$ cat src/sv/car_pkg.sv
// Package with shared types, constants and the arctangent table for the rate step block.
package car_pkg;

  localparam int unsigned ANG_W = 34;
  localparam int unsigned CX_W = 40;
  localparam logic [30:0] HALF_PI_Q30 = 31'd1686629713;
  localparam logic [CX_W-1:0] GAIN_Q30 = CX_W'(652032874);
  localparam logic [30:0] ONE_Q30 = 31'h40000000;
  localparam logic [34:0] SAT_LIMIT = 35'h200000000;

  localparam logic [1:0] REG_PERIOD = 2'd0;
  localparam logic [1:0] REG_BASE = 2'd1;
  localparam logic [1:0] REG_FLOOR = 2'd2;

  typedef enum logic [3:0] {
    ST_IDLE, ST_MOD, ST_ANG, ST_COS, ST_PREV, ST_SEL, ST_MUL1, ST_MUL2,
    ST_DIV1, ST_RMUL, ST_DIV2, ST_FIN, ST_OUT
  } car_state_e;

  typedef enum logic [1:0] {
    DIVSEL_MOD, DIVSEL_ANG, DIVSEL_RATIO
  } car_divsel_e;

  typedef struct packed {
    logic         load;
    logic         div_start;
    car_divsel_e  div_sel;
    logic         cos_start;
    logic         cos_prev;
    logic         mul_first;
    logic         mul_second;
    logic         ratio_load;
    logic         finish;
  } car_cmd_t;

  typedef struct packed {
    logic pass;
    logic div_done;
    logic cos_done;
    logic closed;
    logic need_prev;
  } car_sts_t;

  function automatic logic [31:0] atan_q30(input logic [5:0] i);
    logic [31:0] v;
    case (i)
      6'd0: v = 32'd843314857;   6'd1: v = 32'd497837829;
      6'd2: v = 32'd263043837;   6'd3: v = 32'd133525159;
      6'd4: v = 32'd67021687;    6'd5: v = 32'd33543516;
      6'd6: v = 32'd16775851;    6'd7: v = 32'd8388437;
      6'd8: v = 32'd4194283;     6'd9: v = 32'd2097149;
      6'd10: v = 32'd1048576;    6'd11: v = 32'd524288;
      6'd12: v = 32'd262144;     6'd13: v = 32'd131072;
      6'd14: v = 32'd65536;      6'd15: v = 32'd32768;
      6'd16: v = 32'd16384;      6'd17: v = 32'd8192;
      6'd18: v = 32'd4096;       6'd19: v = 32'd2048;
      6'd20: v = 32'd1024;       6'd21: v = 32'd512;
      6'd22: v = 32'd256;        6'd23: v = 32'd128;
      6'd24: v = 32'd64;         6'd25: v = 32'd32;
      6'd26: v = 32'd16;         6'd27: v = 32'd8;
      6'd28: v = 32'd4;          6'd29: v = 32'd2;
      6'd30: v = 32'd1;          6'd31: v = 32'd1;
      default: v = 32'd0;
    endcase
    return v;
  endfunction

endpackage

$ cat src/sv/car_ctrl.sv
// Controller state machine sequencing the rate step datapath.
module car_ctrl import car_pkg::*; (
  input  logic     clk_i,
  input  logic     rst_ni,
  input  logic     in_valid_i,
  output logic     in_ready_o,
  output logic     out_valid_o,
  input  logic     out_ready_i,
  input  car_sts_t sts_i,
  output car_cmd_t cmd_o
);

  car_state_e state_q, state_d;
  logic prev_q, prev_d;
  logic ang_q, ang_d;

  always_ff @(posedge clk_i or negedge rst_ni) begin
    if (!rst_ni) begin
      state_q <= ST_IDLE;
      prev_q <= 1'b0;
      ang_q <= 1'b0;
    end else begin
      state_q <= state_d;
      prev_q <= prev_d;
      ang_q <= ang_d;
    end
  end

  always_comb begin
    state_d = state_q;
    prev_d = prev_q;
    ang_d = ang_q;
    cmd_o = '0;
    cmd_o.div_sel = DIVSEL_MOD;
    in_ready_o = 1'b0;
    out_valid_o = 1'b0;
    case (state_q)
      ST_IDLE: begin
        in_ready_o = 1'b1;
        if (in_valid_i) begin
          cmd_o.load = 1'b1;
          state_d = ST_MOD;
        end
      end
      ST_MOD: begin
        if (sts_i.pass) begin
          cmd_o.finish = 1'b1;
          state_d = ST_OUT;
        end else begin
          prev_d = 1'b0;
          ang_d = 1'b0;
          cmd_o.div_start = 1'b1;
          cmd_o.div_sel = DIVSEL_MOD;
          cmd_o.cos_prev = 1'b0;
          state_d = ST_ANG;
        end
      end
      ST_ANG: begin
        cmd_o.cos_prev = prev_q;
        cmd_o.div_sel = ang_q ? DIVSEL_ANG : DIVSEL_MOD;
        if (sts_i.div_done) begin
          if (!ang_q) begin
            ang_d = 1'b1;
            cmd_o.div_start = 1'b1;
            cmd_o.div_sel = DIVSEL_ANG;
          end else begin
            cmd_o.cos_start = 1'b1;
            state_d = ST_COS;
          end
        end
      end
      ST_COS: begin
        cmd_o.cos_prev = prev_q;
        if (sts_i.cos_done) begin
          if (!prev_q && sts_i.need_prev) begin
            state_d = ST_PREV;
          end else begin
            state_d = ST_SEL;
          end
        end
      end
      ST_PREV: begin
        prev_d = 1'b1;
        ang_d = 1'b0;
        cmd_o.cos_prev = 1'b1;
        cmd_o.div_start = 1'b1;
        cmd_o.div_sel = DIVSEL_MOD;
        state_d = ST_ANG;
      end
      ST_SEL: begin
        cmd_o.mul_first = 1'b1;
        state_d = ST_MUL1;
      end
      ST_MUL1: begin
        if (sts_i.closed) begin
          cmd_o.mul_second = 1'b1;
          state_d = ST_MUL2;
        end else begin
          cmd_o.div_start = 1'b1;
          cmd_o.div_sel = DIVSEL_RATIO;
          state_d = ST_DIV1;
        end
      end
      ST_MUL2: begin
        cmd_o.finish = 1'b1;
        state_d = ST_OUT;
      end
      ST_DIV1: begin
        cmd_o.div_sel = DIVSEL_RATIO;
        if (sts_i.div_done) begin
          cmd_o.ratio_load = 1'b1;
          state_d = ST_RMUL;
        end
      end
      ST_RMUL: begin
        cmd_o.mul_second = 1'b1;
        cmd_o.div_start = 1'b1;
        cmd_o.div_sel = DIVSEL_RATIO;
        state_d = ST_DIV2;
      end
      ST_DIV2: begin
        cmd_o.div_sel = DIVSEL_RATIO;
        if (sts_i.div_done) begin
          cmd_o.ratio_load = 1'b1;
          state_d = ST_FIN;
        end
      end
      ST_FIN: begin
        cmd_o.finish = 1'b1;
        state_d = ST_OUT;
      end
      ST_OUT: begin
        out_valid_o = 1'b1;
        if (out_ready_i) begin
          state_d = ST_IDLE;
        end
      end
      default: state_d = ST_IDLE;
    endcase
  end

endmodule

$ cat config.mk
export PLATFORM = sky130hd
export DESIGN_NAME = car_ctrl
export DESIGN_NICKNAME = d
export VERILOG_FILES = /design/src/sv/car_pkg.sv /design/src/sv/car_ctrl.sv
export SDC_FILE = /design/constraint.sdc
export NUM_CORES = 1
export LEC_CHECK = 0
export BUFFER_PORTS_ARGS = -buffer_cell sky130_fd_sc_hd__buf_2
export CAP_MARGIN = 20
export CORE_MARGIN = 2
export CORE_UTILIZATION = 48
export CTS_BUF_LIST = sky130_fd_sc_hd__clkbuf_16
export CTS_CLUSTER_SIZE = 25
export DETAILED_ROUTE_END_ITERATION = 10
export GPL_ROUTABILITY_DRIVEN = 0
export GPL_TIMING_DRIVEN = 0
export HOLD_SLACK_MARGIN = 0.02
export PLACE_DENSITY = 0.76
export SYNTH_ARGS = -nofsm -noshare
export SYNTH_HDL_FRONTEND = slang
export SYNTH_SLANG_ARGS = --single-unit
export TNS_END_PERCENT = 30
$ cat constraint.sdc
create_clock -name clk_i -period 1.85 [get_ports clk_i]
set_input_delay 0.37 -clock clk_i [delete_from_list [all_inputs] [get_ports clk_i]]
set_output_delay 0.37 -clock clk_i [all_outputs]
set_load 0.01 [all_outputs]
After elaboration in Yosys (flattened, before gate mapping)
Cells that the tools add are included.
- register bits after elaboration: 6
- bits of input ports: 9
- output and inout bits: 12
- word-level logic and storage cells: 72
- eq/ne operators: 20
- muxes and demuxes: 36
- reduce and logical (&&, ||, !) cells: 13
- operators with widths (operator ; count):
    $pmux 4 s12 ; 1
    $mux 4 ; 10
    $eq 4x4->1 const B ; 5
    $eq 4x3->1 const B ; 4
    $ne 2x2->1 const B ; 8
    $mux 1 ; 15
    $mux 3 ; 3
    $eq 4x2->1 const B ; 2
    $pmux 1 s2 ; 4
    $pmux 2 s4 ; 1
    $reduce_or 2->1 ; 4
    $reduce_and 7->1 ; 1
    $eq 4x1->1 const B ; 1
    $logic_not 4->1 ; 1
    $pmux 1 s4 ; 1
    $pmux 1 s3 ; 1
    $reduce_and 3->1 ; 1
    $reduce_bool 3->1 ; 1
    $reduce_or 3->1 ; 1
    $reduce_and 2->1 ; 1
    $reduce_bool 2->1 ; 1
    $logic_and 1x1->1 ; 1
    $logic_not 1->1 ; 1

Longest topological paths before layout
- depth in word-level cells: 5
- gate-level depth with buffers: 5
- gate-level depth less buffers: 4

Worst setup path after synthesis
OpenSTA, ideal clock, no wires.
- path type: flip-flop to output port
- from: register state_q[2]
- to: output port cmd_o[9] (netlist bit)
- arrival time: 1422 ps
- required time: 1480 ps
- path slack: 58 ps
- cell stages (with the launch flop): 5
- path buffers: 2
- path through: dfrtp_1 > buf_4 > clkbuf_1 > nor4_1 > and2_1
- RTL lines (element ; line ; source):
    start, declared ; car_ctrl.sv:13 ; car_state_e state_q, state_d;
    start signal, assigned ; car_ctrl.sv:23 ; state_q <= state_d;
    end, declared ; car_ctrl.sv:10 ; output car_cmd_t cmd_o

==> results by group <==
CTS
  – Clock Tree Root: clkbuf_16
  – CTS Sinks: 6
  – Clk_lat worst skew: 0.23 ns
  – CTS Buffer Depth: 2
  – H-tree depth: 1
  – CTS tree: yes
  – CTS buffer count: 3
  – Clk slew on worst S/H paths: 0.03 ns

Yosys
  – Synthesis Warnings: 0
  – Top-area cell type share of the netlist area: 0.2367
  – Post-synthesis sequential area ratio: 0.2367
  – Synth Area per Inst: 7.463 µm²
  – Main area contributors after synthesis: dfrtp_1, a21oi_1, nor2_1
  – Synth unique cells: 36
  – Seq cells post-synth: 6
  – Synth Cell Area: 634.4 µm²
  – Synth Net Count: 94
  – Leading area contributor after synthesis: dfrtp_1
  – Gate Count Post-Synth: 85

Worst setup path
  – R2R cell count: 5
  – CP endpoint kind: output pin
  – Arr. time, crit path: 1.50 ns
  – Kind of launch point of the worst setup path: flip-flop
  – CP max stage delay: 0.46 ns
  – Reg-to-Reg End: state_q[1]$_DFFE_PN0P_
  – Buf+Inv Stages, Crit Path: 1
  – WS Path Type: flip-flop to output pin
  – CP Cell Sequence: nor4b_4, nand2_1, o32a_1, o21ai_1, buf_2
  – CP endpoint: cmd_o[8]
  – Worst Path Max Fanout: 8
  – Critical path's top delay family: flip-flops
  – CP required: 1.48 ns
  – Worst r2r src: state_q[3]$_DFFE_PN0P_
  – Crit-path slowest cell: dfrtp_2
  – Worst R2R Setup Slack: 0.29 ns
  – Worst path depth: 5
  – CP startpoint: state_q[3]$_DFFE_PN0P_

Timing
  – Final Critical Period: 1.873 ns
  – PnR worst setup slack: -0.02285 ns
  – Hold Fails Final Rpt: 0
  – Worst-margin pin slew: 0.3568 ns
  – Tcrit/Tclk final: 1.012
  – Max Transition Viols Final: 0
  – Final Setup Violations: 1
  – Max-slew headroom at the worst pin: 0.7613
  – RSZ-0062 raised after global routing: yes
  – Final clock skew: 0.002609 ns
  – Post-Route Setup TNS: -0.02285 ns
  – F_max: 0.5339 GHz

Floorplan
  – Core area: 1269 µm²
  – Die Wd: 40.36 µm
  – Die area: 1629 µm²
  – Standard-cell row count: 13
  – Die Y-Extent: 40.36 µm
  – Starting Density: 0.5000
  – Top Ports: 21

Global route
  – First-pass GRT wire length: 2760 µm
  – Total GRT Usage: 0.2644
  – GRT busiest layer: met2
  – Met2 Usage GRT: 0.3770
  – Number of global-route vias before repair: 614
  – Met3 Usage GRT: 0.06667
  – Antenna violations before repair: 0
  – Gr ovfl total: 0
  – Largest net degree at the start of global routing: 11
  – Met1 layer usage reported by global route: 0.3707

Layout
  – Area Overhead vs Synth: 44.58%
  – Commonest cells after routing, fill and taps aside: buf_2, nor2_1, a21oi_1, nand2_1, buf_4
  – Most common cell after layout, fill and taps aside: buf_2
  – Fin cells: 128
  – Nets: 124
  – # diodes: 0
  – Layout cell share with drive strength beyond 1: 0.4336

Detailed routing
  – ANT nets after route: 0
  – First DRT Iteration DRCs: 28
  – Vias: 746
  – # DRC: 0
  – Vias/cell: 5.828
  – Final WL: 1901 µm
  – Drt wl/cell: 14.85 µm
  – Iteration count of the initial detailed-routing pass: 4

Place
  – Hpwl dp: 1243 µm
  – Place WS: 0.04448 ns
  – PortBufs: 20
  – Cells after DPL: 120

Power
  – Leakage dissipation: 0.4398 nW
  – Power Density: 1925 nW/µm²
  – VDD IR-drop max: 0.001099 V

Outcome
  – Violated checks: negative setup slack
  – Status: finished with violations

Flow run
  – Max Cap Viol: 0

Worst hold path
  – Hold Path Class: primary input to asynchronous set/reset pin
-- synth_stat cells (all sizes together) --
library cell and count:
nor3 3, nand2 7, o21ai 5, and3 3
nor4b 1, inv 5, mux2i 2, o22ai 1
nor4 1, nor2 13, and3b 1, nand3b 2
dfrtp 6, and2 1, clkbuf 3, buf 3
nand2b 3, mux2 1, o221ai 1, nand3 1
or2b 1, o2bb2ai 1, a21o 1, or4 1
o32a 2, or2 1, nor2b 1, nor3b 1
a311oi 1, nand4bb 1, a21oi 11
-- area by class of cell --
| type | instances | area (µm²) |
|---|---|---|
| buffer | 6 | 50.05 |
| clock buffer | 3 | 75.07 |
| fill | 94 | 351.6 |
| inverter | 5 | 18.77 |
| multi-input combinational | 68 | 460.4 |
| sequential | 6 | 153.9 |
| tap | 15 | 18.77 |
| timing repair buffer | 25 | 140.1 |
-- metal layers --
| layer | wire length (µm) | vias up |
|---|---|---|
| met5 | 0 | - |
| met4 | 25 | 0 |
| met3 | 120 | 4 |
| met2 | 915 | 35 |
| met1 | 838 | 344 |
| li1 | - | 363 |
-- kinds of logic (layout without fill, tap and decap cells) --
family	Yosys count	after routing	synth area share
buffers and inverters	11	39	0.07887
DFF	6	6	0.2367
muxes	3	3	0.04931
and+or+nand+nor	42	42	0.3807
AOI/OAI and AO/OA	23	23	0.2545
-- through the flow --
step | power, mW | hold WS (ns) | instance area (µm²) | util
2_1_floorplan | 0.9932 | 0.07441 | 634.4 | -
3_3_place_gp | 1.227 | 0.1943 | 753.2 | 0.5937
3_5_place_dp | 1.246 | 0.1961 | 753.2 | 0.5937
4_1_cts | 1.724 | 0.4917 | 907.1 | 0.7150
5_1_grt | 1.896 | 0.5423 | 917.1 | 0.7229
6_report | 1.765 | 0.5232 | 917.1 | 0.7229
-- flip-flops by register name (all words and copies together) (netlist names) --
name     flops
state_q      4
ang_q        1
prev_q       1
-- worst register-to-register path: stages (launching register included) --
cell and delay, ns:
dfrtp_2 0.46, nor4b_4 0.29, buf_4 0.17, inv_2 0.05
o221ai_4 0.23, mux2i_1 0.27
-- repair_timing --
action                                  4_1_cts  5_1_grt
hold endpoints to repair                      6        0
resized for setup                            15        4
hold buffers                                  1        0
gates cloned                                  0        0
endpoints found under the setup margin        9        8
buffers inserted                              4        0
pin swaps                                     1        2
-- worst min-delay path by stage --
stage / endpoint / from / cells after the start
after floorplan: ang_q$_DFFE_PN0P_ / rst_ni / 0
after global placement: state_q[3]$_DFFE_PN0P_ / rst_ni / 1
after detailed placement: prev_q$_DFFE_PN0P_ / rst_ni / 1
after CTS: ang_q$_DFFE_PN0P_ / rst_ni / 2
after global routing: prev_q$_DFFE_PN0P_ / rst_ni / 2
final: ang_q$_DFFE_PN0P_ / rst_ni / 2
-- report_power, final --
group	switching, mW	total, mW	internal (mW)
logic	0.610	1.12	0.506
registers	0.101	0.305	0.204
clock network	0.0679	0.345	0.277
Power figures use the tool's default switching activity.
